===== config.mk =====
export PLATFORM = sky130hd
export DESIGN_NAME = ms_cell
export DESIGN_NICKNAME = d
export VERILOG_FILES = /design/src/rtl/ms_pkg.sv /design/src/rtl/ms_cell.sv
export SDC_FILE = /design/constraint.sdc
export NUM_CORES = 1
export LEC_CHECK = 0
export ABC_AREA = 1
export BUFFER_PORTS_ARGS = -buffer_cell sky130_fd_sc_hd__buf_2
export CAP_MARGIN = 15
export CORE_ASPECT_RATIO = 1.2
export CORE_MARGIN = 3
export CORE_UTILIZATION = 41
export CTS_CLUSTER_SIZE = 28
export DETAILED_ROUTE_END_ITERATION = 12
export PLACE_DENSITY = 0.8
export SLEW_MARGIN = 20
export SYNTH_ARGS = -nofsm -noshare
export SYNTH_HDL_FRONTEND = slang
export SYNTH_SLANG_ARGS = --single-unit
export TNS_END_PERCENT = 30

===== constraint.sdc =====
create_clock -name clk_i -period 2.37 [get_ports clk_i]
set_clock_uncertainty 0.05 [all_clocks]
set_input_delay 0.3555 -clock clk_i [delete_from_list [all_inputs] [get_ports clk_i]]
set_output_delay 0.3555 -clock clk_i [all_outputs]
set_load 0.02 [all_outputs]

===== src/rtl/ms_pkg.sv =====
// Package with the shared types and codes of the minimum stack.
`default_nettype none

package ms_pkg;

  localparam int unsigned DEPTH = 128;
  localparam int unsigned WORD_W = 32;

  localparam logic [1:0] CMD_PUSH = 2'd0;
  localparam logic [1:0] CMD_POP = 2'd1;
  localparam logic [1:0] CMD_MIN = 2'd2;

  localparam logic [1:0] ST_OK = 2'd0;
  localparam logic [1:0] ST_OVERFLOW = 2'd1;
  localparam logic [1:0] ST_UNDERFLOW = 2'd2;
  localparam logic [1:0] ST_EMPTY = 2'd3;

  typedef struct packed {
    logic signed [WORD_W-1:0] value;
    logic signed [WORD_W-1:0] minimum;
  } entry_t;

  typedef struct packed {
    logic push;
    logic pop;
  } shift_t;

endpackage

`default_nettype wire


===== src/rtl/ms_cell.sv =====
// One stack cell holding a word and the minimum of itself and all cells below it.
`default_nettype none

module ms_cell (
  input  wire logic           clk_i,
  input  wire ms_pkg::shift_t shift_i,
  input  wire ms_pkg::entry_t above_i,
  input  wire ms_pkg::entry_t below_i,
  output ms_pkg::entry_t      entry_o
);

  ms_pkg::entry_t entry_q;
  ms_pkg::entry_t entry_d;

  always_comb begin
    entry_d = entry_q;
    if (shift_i.push) begin
      entry_d = above_i;
    end else if (shift_i.pop) begin
      entry_d = below_i;
    end
  end

  always_ff @(posedge clk_i) begin
    entry_q <= entry_d;
  end

  assign entry_o = entry_q;

endmodule

`default_nettype wire


# ---- Word level (Yosys, flattened, before mapping)
# Cells that the tools add are included.
dict set report classes {
  n_mux 2
  reduce_logical 1
}
# cell n
set op_table {}
lappend op_table {{64-bit two-way mux} 2}
lappend op_table {{2-bit nonzero test} 1}
dict set report word_totals {
  ff_bits 64
  inputBits 131
  output_inout_bits 64
  word_cells 5
}

# ---- Depth between registers and ports, before layout
dict set report depth {
  ltp_word 2
  ltp_mapped 4
  ltp_nobuf 3
}

# ---- Least setup slack after synthesis
# OpenSTA, ideal clock, no wires.
dict set report synth_timing {
  path_type {input port to flip-flop}
  startpoint {in shift_i[1] (netlist name)}
  endpoint {reg entry_q (netlist bit entry_o[0]), enable pin}
  setup_time_ns 0.394
  arrival_ns 1.322
  required_time_ns 1.926
  setup_slack_ns 0.604
  path_stages 2
  n_path_buf 1
  cell_sequence {buf_6 -> or2_2}
}
dict set report synth_between {
  elab_chain_cells 1
}
# item line
set synth_rtl {}
lappend synth_rtl {{start: declaration} ms_cell.sv:6} ;# input wire ms_pkg::shift_t shift_i,
lappend synth_rtl {{2-bit nonzero test (no source line)} --}
lappend synth_rtl {{end signal: assignment} ms_cell.sv:25} ;# entry_q <= entry_d;
lappend synth_rtl {{end: declaration} ms_cell.sv:12} ;# ms_pkg::entry_t entry_q;
# No other way between the ends.
# A chain may end at the register's enable or synchronous reset.

==> impl_results.md <==
* Status: finished, final reports clean
* Max cap viols at 0
* Largest family of logic cells by synthesized area: simple AND/OR/NAND/NOR gates
* Pwr Density at between 600 and 700 nW/um2
* Net Count, Synth at 402
* Clk sinks at 64
* Die W at 80.8 um
* RSZ-0062 raised after global routing: no
* XOR/XNOR Fraction of Synth Area at 0
* Clock slew at reported path FFs at approximately 0.060 ns
* Hold-fix buffers, CTS at 0
* Setup Crit Path Kind: input port to flop
* Clock root buffer: clkbuf_8
* YS warnings at 0
* Mean Syn Cell Area at around 10 um2
* FF+latch area at 1920 um2
* Core area at 6490 um2
* Die Area at between 7000 and 8000 um2
* CP max stage delay at slightly above 0.7 ns
* H-tree depth at 3
* Clock power share at 0.265
* Most common cell after layout, fill and taps aside: buf_2
* FP Rows at 32
* Worst EP arrival at 1.46 ns
* Total track usage at 0.163
* Initial Util at 0.425
* Most used cell, CP: nand2_1
* Die Y at 95.8 um
* Sw Pwr at 0.710 mW
* Fmax at 752 MHz
* 1st-iter DRT viols at around 110
* Port Buffers at just under 200
* Peak VDD IR at 430 uV
* Hold Fails Final Rpt at 0
* Initial antenna violation count at 0
* CTS tree: yes
* Layout cell share with drive strength beyond 1 at 0.445
* Synth Area in Adders at 0
* Grt total ovfl at 0
* First-pass GRT wire length at approximately 9500 um
* Mux cell area share after synthesis at 0
* Io pins at 195
* Crit path launch type: input port
* Switch share at 0.267
* Post-synthesis compound-gate area fraction at 0
* Critical path cell sequence: buf_2, inv_2, nand2_1, nand2_1
* DRT Wirelength at 6780 um
* Comb power frac at 0.201
* Via count at approximately 2,500
* Int Pwr at just under 2 mW
* Synth unique cells at 6
* Worst path slowest cell: inv_2
* Worst Hold Class: input port to flop
* DRT antenna net count at 0
* Routability cong. at between 0.7 and 0.8
* Mapped Cells at around 270
* Num CTS Buffers at 9
* Minimum clock period at between 1 and 1.5 ns
* WL/cell at approximately 12 um
* Post-CTS setup buffers at 0
* Slew HR at 0.338
* Part of the power in registers at 0.534
* Fin. max-slew vios at 0
* Final worst path period share at 0.561
* Vias in the first global route at about 2,200
* DRT Pass-1 Iters at 5
* Layout area overhead at 41.6%
* Simple-Gate Fraction of Synth Area at 0.264
* Max FO, Critical Path at 64
* Setup violators final at 0
* Leading cell types in the layout, fill and taps excluded: buf_2 (194), nand2_1 (192), edfxtp_1 (64), clkbuf_8 (9), buf_4 (4)
* Synthesized area at ~2800 um2
* Fillcell total at 576
* CP endpoint kind: flop
* Final HPWL DP at approximately 5200 um
* CTS Buffer Depth at 2
* FF+latch count, synth at 64
* CTS resizes at 0
* Vias per cell at around 4.4
* WP data required at 2.49 ns
* Leak pwr at ~2.1 nW
* Residual DRC at 0
* Multi-input gate area at between 700 and 800 um2
* Hold WS at ~0.25 ns
* Number of diodes at 0
* Worst-Margin Slew at around 1 ns
* Max reg flops at between 60 and 70
* Largest net degree at the start of global routing at 65
* Sequential area share after synthesis at 0.698
* Nets at about 600
* Setup TNS at 0 ns
[metrics by stage]
stage	cell area (um2)	std cells	setup WS, ns	util	power [mW]
2_1_floorplan	2760	271	0.604	-	1.74
3_3_place_gp	3760	541	0.757	0.580	1.97
4_1_cts	3900	555	1.03	0.602	2.70
5_1_grt	3900	555	0.925	0.602	2.80
6_report	3900	555	1.04	0.602	2.66
3_5_place_dp	3760	541	0.678	0.580	1.98
[worst max-delay path: cells and delay by family]
kind / cells / cell delay, ns
simple gates: 2 / 0.24
buf+inv: 2 / 0.84
[cell usage after synthesis (all sizes together)]
cell / n / area, um2
buf: 13 / 103
edfxtp: 64 / 1920
inv: 1 / 3.75
nand2: 192 / 721
or2: 1 / 6.26
[cell families after synthesis]
logic type             after synthesis
buffers and inverters               14
flip-flops                          64
AND/OR/NAND/NOR                    193
[per-layer routing]
layer  track usage  up-vias  share of wire
met5             0        -              0
met2         0.298      107           0.55
met3        0.0506        8          0.083
met4        0.0775        0          0.014
met1         0.167     1093           0.35
li1              -     1260              -
[power by group through the flow]
stage	sequential (mW)	combinational, mW	clock, mW
finish	1.42	0.534	0.704
CTS	1.42	0.542	0.737
global route	1.43	0.582	0.790
floorplan	1.61	0.125	0
global placement	1.44	0.532	0
detailed placement	1.44	0.541	0
[final cells by class]
type,count,share of cell area
clock buffer,11,0.0337
inverter,1,0.000962
clock inverter,3,0.00289
timing repair buffer,198,0.256
sequential,64,0.492
tap,85,0.0273
multi-input combinational,193,0.186
[path summary, 6_finish.rpt]
kind	cells past startpoint	start	slack, ns	end
worst max-delay path	4	shift_i[1]	1.04	entry_o[53]$_DFFE_PP_
worst min-delay path	3	below_i[5]	0.25	entry_o[5]$_DFFE_PP_
Note: power is estimated with default switching activity, not from simulation.
