`src/rtl/ms_pkg.sv`:
```
// Package with the shared types and codes of the minimum stack.
`default_nettype none

package ms_pkg;

  localparam int unsigned DEPTH = 128;
  localparam int unsigned WORD_W = 32;

  localparam logic [1:0] CMD_PUSH = 2'd0;
  localparam logic [1:0] CMD_POP = 2'd1;
  localparam logic [1:0] CMD_MIN = 2'd2;

  localparam logic [1:0] ST_OK = 2'd0;
  localparam logic [1:0] ST_OVERFLOW = 2'd1;
  localparam logic [1:0] ST_UNDERFLOW = 2'd2;
  localparam logic [1:0] ST_EMPTY = 2'd3;

  typedef struct packed {
    logic signed [WORD_W-1:0] value;
    logic signed [WORD_W-1:0] minimum;
  } entry_t;

  typedef struct packed {
    logic push;
    logic pop;
  } shift_t;

endpackage

`default_nettype wire

```
`src/rtl/ms_head.sv`:
```
// Command decoder and fill counter that feed the top of the cell chain.
`default_nettype none

module ms_head #(
  parameter int unsigned DEPTH = ms_pkg::DEPTH
) (
  input  wire logic                             clk_i,
  input  wire logic                             rst_ni,
  input  wire logic                             accept_i,
  input  wire logic [1:0]                       cmd_i,
  input  wire logic signed [ms_pkg::WORD_W-1:0] push_value_i,
  input  wire ms_pkg::entry_t                   top_i,
  output ms_pkg::entry_t                        new_entry_o,
  output ms_pkg::shift_t                        shift_o,
  output logic signed [ms_pkg::WORD_W-1:0]      result_value_o,
  output logic [1:0]                            status_o
);

  localparam int unsigned CountW = $clog2(DEPTH + 1);

  logic [CountW-1:0] count_q;
  logic [CountW-1:0] count_d;
  logic              full;
  logic              empty;

  assign full = (count_q == CountW'(DEPTH));
  assign empty = (count_q == '0);

  always_comb begin
    new_entry_o.value = push_value_i;
    if (empty || ($signed(push_value_i) < $signed(top_i.minimum))) begin
      new_entry_o.minimum = push_value_i;
    end else begin
      new_entry_o.minimum = top_i.minimum;
    end
  end

  always_comb begin
    shift_o = '0;
    result_value_o = '0;
    status_o = ms_pkg::ST_OK;
    count_d = count_q;
    unique case (cmd_i)
      ms_pkg::CMD_PUSH: begin
        if (full) begin
          status_o = ms_pkg::ST_OVERFLOW;
        end else begin
          shift_o.push = accept_i;
          if (accept_i) begin
            count_d = count_q + CountW'(1);
          end
        end
      end
      ms_pkg::CMD_POP: begin
        if (empty) begin
          status_o = ms_pkg::ST_UNDERFLOW;
        end else begin
          result_value_o = top_i.value;
          shift_o.pop = accept_i;
          if (accept_i) begin
            count_d = count_q - CountW'(1);
          end
        end
      end
      ms_pkg::CMD_MIN: begin
        if (empty) begin
          status_o = ms_pkg::ST_EMPTY;
        end else begin
          result_value_o = top_i.minimum;
        end
      end
      default: begin
        status_o = ms_pkg::ST_OK;
      end
    endcase
  end

  always_ff @(posedge clk_i or negedge rst_ni) begin
    if (!rst_ni) begin
      count_q <= '0;
    end else begin
      count_q <= count_d;
    end
  end

endmodule

`default_nettype wire

```
`config.mk`:
```
export PLATFORM = sky130hd
export DESIGN_NAME = ms_head
export DESIGN_NICKNAME = d
export VERILOG_FILES = /design/src/rtl/ms_pkg.sv /design/src/rtl/ms_head.sv
export SDC_FILE = /design/constraint.sdc
export NUM_CORES = 1
export LEC_CHECK = 0
export BUFFER_PORTS_ARGS = -buffer_cell sky130_fd_sc_hd__clkbuf_2
export CAP_MARGIN = 20
export CORE_MARGIN = 2
export CORE_UTILIZATION = 46
export DETAILED_ROUTE_END_ITERATION = 8
export PLACE_DENSITY = 0.9
export RECOVER_POWER = 25
export SETUP_SLACK_MARGIN = 0.1
export SYNTH_ARGS = -nofsm -noshare
export SYNTH_HDL_FRONTEND = slang
export SYNTH_SLANG_ARGS = --single-unit
```
`constraint.sdc`:
```
create_clock -name clk_i -period 7.2 [get_ports clk_i]
set_clock_uncertainty 0.2 [all_clocks]
set_input_delay 1.08 -clock clk_i [delete_from_list [all_inputs] [get_ports clk_i]]
set_output_delay 1.08 -clock clk_i [all_outputs]
set_load 0.05 [all_outputs]
```
### After elaboration in Yosys (flattened, before gate mapping)

Index checks and enable logic that the tools add are counted.

* register bits: 8
* bits in latches: 0
* RAM bits: 0
* bits in read-only memories: 0
* bits of input ports: 101
* output and inout port bits: 100
* word-level logic and storage cells: 33
* memories kept: 0

* add/sub/neg operators: 2
* $mul: 0
* div/mod/pow operators: 0
* magnitude comparators: 1
* equality and inequality tests: 7
* shift-type cells: 0
* muxes and demuxes: 17
* bitwise gates (word level): 0
* reductions and logical operators: 5

Operator list (count)
* 2-to-1 mux 32 bit: 3
* case mux 32 bit (2 select lines): 1
* < comparator 32 bit: 1
* 2-to-1 mux 8 bit: 4
* case mux 8 bit (2 select lines): 1
* adder 8 x 1 -> 8 bit, second input constant: 1
* equality test 8 bit, second input constant: 1
* logical NOT 8 bit: 1
* inequality test 2 bit, second input constant: 4
* subtractor 8 x 1 -> 8 bit, second input constant: 1
* case mux 2 bit (3 select lines): 1
* 2-to-1 mux 1 bit: 5
* AND reduction 5 bit: 1
* 2-to-1 mux 2 bit: 2
* equality test 2 x 1 -> 1 bit, second input constant: 1
* equality test 2 bit, second input constant: 1
* logical NOT 2 bit: 1
* nonzero test 2 bit: 1
* logical OR 1 bit: 1

### Longest topological paths before layout

* depth after elaboration: 4
* gate-level depth with buffers: 12
* gate-level depth less buffers: 11

### Worst setup path before layout

Ideal clock, no wire load.

* path kind: input-to-output
* start: in top_i[31] (netlist bit)
* end: out new_entry_o[20] (netlist bit)
* data arrival time: 3.652 ns
* path slack: 2.268 ns
* cell stages on the path: 10
* path through: inv_1 -> ha_1 -> clkbuf_1 -> nand4_1 -> nor3_1 -> a211oi_1 -> nor3b_1 -> buf_2 -> mux2_2 -> nand3_1

RTL lines
* from (decl): line ms_head.sv:12 `input wire ms_pkg::entry_t top_i,`
* to (decl): line ms_head.sv:13 `output ms_pkg::entry_t new_entry_o,`

==> results.cfg <==
[timing]
min_period_over_period_pct = 79.3
layout_min_cycle_time_ns = 5.71
rsz0062_at_grt = false
maxSlewHeadroom_pct = 38.7
fin_hold_ws_ns = 0.335
fmax_mhz = 175
setup_viol = 0
tightest_slew_ns = 0.915
setup_tns_ns = 0
final_hold_viol_count = 0
slew_violations = 0

[grt]
track_usage_pct = 24.4
busiest_layer = met2
grt_use_met1_pct = 28.8
grt_start_max_net_pins = 43
antenna_found_initial = 0
met3_usage_pct = 0.989
first_global_vias = 2983
grt_overflow = 0
grtUsageMet2_pct = 47.4
grt_pass1_wl_um = 13200

[synthesis]
syn-num-nets = 520
syn_area_um2 = 2790
synth_edf_count = 0
ys_seq_area_share_pct = 7.18
syn_inst = 377
async_flop_share_pct = 100
synthFlopType = dfrtp_1
synth_seq_cells = 8
yosys_warnings = 0
synth_cell_type_count = 37
avgSynthCellArea_um2 = 7.39

[critical_path]
worstSetupStartpoint = top_i[14]
required_ns = 5.92
worstPathBufferInverterCount = 5
path_depth = 13
end_kind = output port
endpoint = new_entry_o[10]
start_kind = primary input
reg2reg_to = count_q[7]
r2r-start = count_q[1]
crit_slowest_cell = or4_1
crit_fanout = 22
critical_path_class = in -> out
crit_family = simple AND/OR/NAND/NOR gates
worst_path_largest_cell_delay_ns = 0.57
reg2reg_depth = 8
path_cells = clkbuf_2, inv_1, ha_1, nand4_1, or4_1, or4_1, a31oi_1, nor3b_1, buf_4, a21o_1, buf_4, mux2_4, clkbuf_2
arrival_ns = 4.43
reg2reg_slack_ns = 4.86

[cts]
clkTransAtPathRegs_ns = 0.04
cts-root-buf = clkbuf_8
cts_tree = built
cts.sinks = 8
clockBufferDepth = 2
cts_made_buffers = 3
post_cts_buffers = 0
ctsResizeCount = 0
holdBufCountCts = 0
clock_latency_ns = 0.23
htree_levels = 1

[final_layout]
stdcell_count = 609
layout-drive-gt1-share_pct = 41.0
largest_reg_flops = 8
largest-register = count_q
areaGrowthSynthToFinish_pct = 30.0
largestRegisters = count_q x8
final_common_cell = clkbuf_2
mostFrequentLayoutCells = clkbuf_2 (178), nor2_1 (43), ha_1 (41)
antenna_cells = 0
final_net_count = 679
fin_util_pct = 61.5
stdcell_area_um2 = 3620

[detailed_routing]
drt-initial-drc-count = 112
avgRoutedWirePerCell_um = 14.7
vias = 3312
ant_nets = 0
detail_route.vias_per_cell = 5.44
drc = 0
firstDrtPassIters = 5
finalWirelength_um = 8960

[outcome]
status = complete, no violations

[place]
hpwl_um = 7370
portBuffers = 200
placedCellCount = 605
dpl-instance-area_um2 = 3580
gp_congestion = 0.809

[floorplanning]
rows = 28
floorplan.die_area_um2 = 6700
io_pins = 201
core_area_um2 = 5890
initial_utilization_pct = 47.3
die_w_um = 81.8
die_h_um = 81.8

[flow_run]
maxCapViolations = 0

[power_and_ir_drop]
p_leak_nw = 2.06
peakVddDrop_uv = 147
powerDensity_nw_per_um2 = 205

[min_path]
hp-class = reg -> reg
[layer usage]
metal / vias up / share of wire (%)
met4: 0 / 0.76
met1: 1552 / 42
met3: 10 / 4.3
met5: - / 0
met2: 133 / 53
li1: 1617 / -
[worst register-to-register path, delay by kind of cell (launching register included)]
| kind | cells | cell delay [ns] |
|---|---|---|
| AOI/OAI and AO/OA | 4 | 0.88 |
| DFF | 1 | 0.42 |
| xor gates and xnor gates | 2 | 0.34 |
| adders and majority gates | 1 | 0.31 |
| and+or+nand+nor | 1 | 0.07 |
[metrics by stage]
| stage | worst slack [ns] | power (W) |
|---|---|---|
| final | 1.49 | 0.000741 |
| after global routing | 1.36 | 0.000793 |
| after CTS | 1.48 | 0.000736 |
| after detailed placement | 1.49 | 0.000679 |
| after global placement | 1.58 | 0.000662 |
| after floorplan | 2.27 | 0.000560 |
[power by group]
group	leakage (nW)	switching [W]	internal (W)
Sequential	0.0982	0.0000244	0.0000672
Clock	0.0216	0.0000197	0.0000364
Combinational	1.94	0.000396	0.000197
[logic make-up (layout without fill, tap and decap cells)]
group,Yosys count,count (layout),synth area share [%]
AND/OR/NAND/NOR,118,118,20.0
buffers and inverters,90,247,17.3
AO/OA/AOI/OAI,79,79,18.3
adder cells (fa/ha/maj),42,42,19.1
multiplexers,32,32,15.6
XOR/XNOR,8,8,2.51
flip-flops,8,8,7.18
[worst min-delay path by stage]
stage	to	depth (start not counted)	start
floorplan	count_q[5]	2	count_q[5]
global placement	count_q[3]	2	count_q[3]
detailed placement	count_q[6]	2	count_q[6]
CTS	count_q[0]	1	count_q[0]
global route	count_q[0]	1	count_q[0]
finish	count_q[6]	2	count_q[6]
[Yosys cell counts (all sizes together), types with 4 or more instances]
library cell | number | area (um^2)
nor3b | 7 | 52.6
or3 | 6 | 37.5
inv | 38 | 143
nand4 | 5 | 31.3
a21oi | 22 | 110
nor2 | 43 | 161
mux2 | 32 | 435
nand3 | 20 | 100
buf | 36 | 279
ha | 41 | 513
nor3 | 6 | 30.0
dfrtp | 8 | 200
a21o | 4 | 30.0
nand2 | 21 | 78.8
a22oi | 32 | 240
xnor2 | 4 | 35.0
xor2 | 4 | 35.0
clkbuf | 16 | 60.1
o21ai | 13 | 65.1
[area by class of cell]
cell class / count / area (um^2)
Sequential cell: 8 / 200
Tap cell: 75 / 93.8
Inverter: 38 / 143
Fill cell: 573 / 2260
Timing Repair Buffer: 206 / 1040
Multi-Input combinational cell: 279 / 2100
Clock buffer: 3 / 41.3
(Power assumes the default switching activity.)
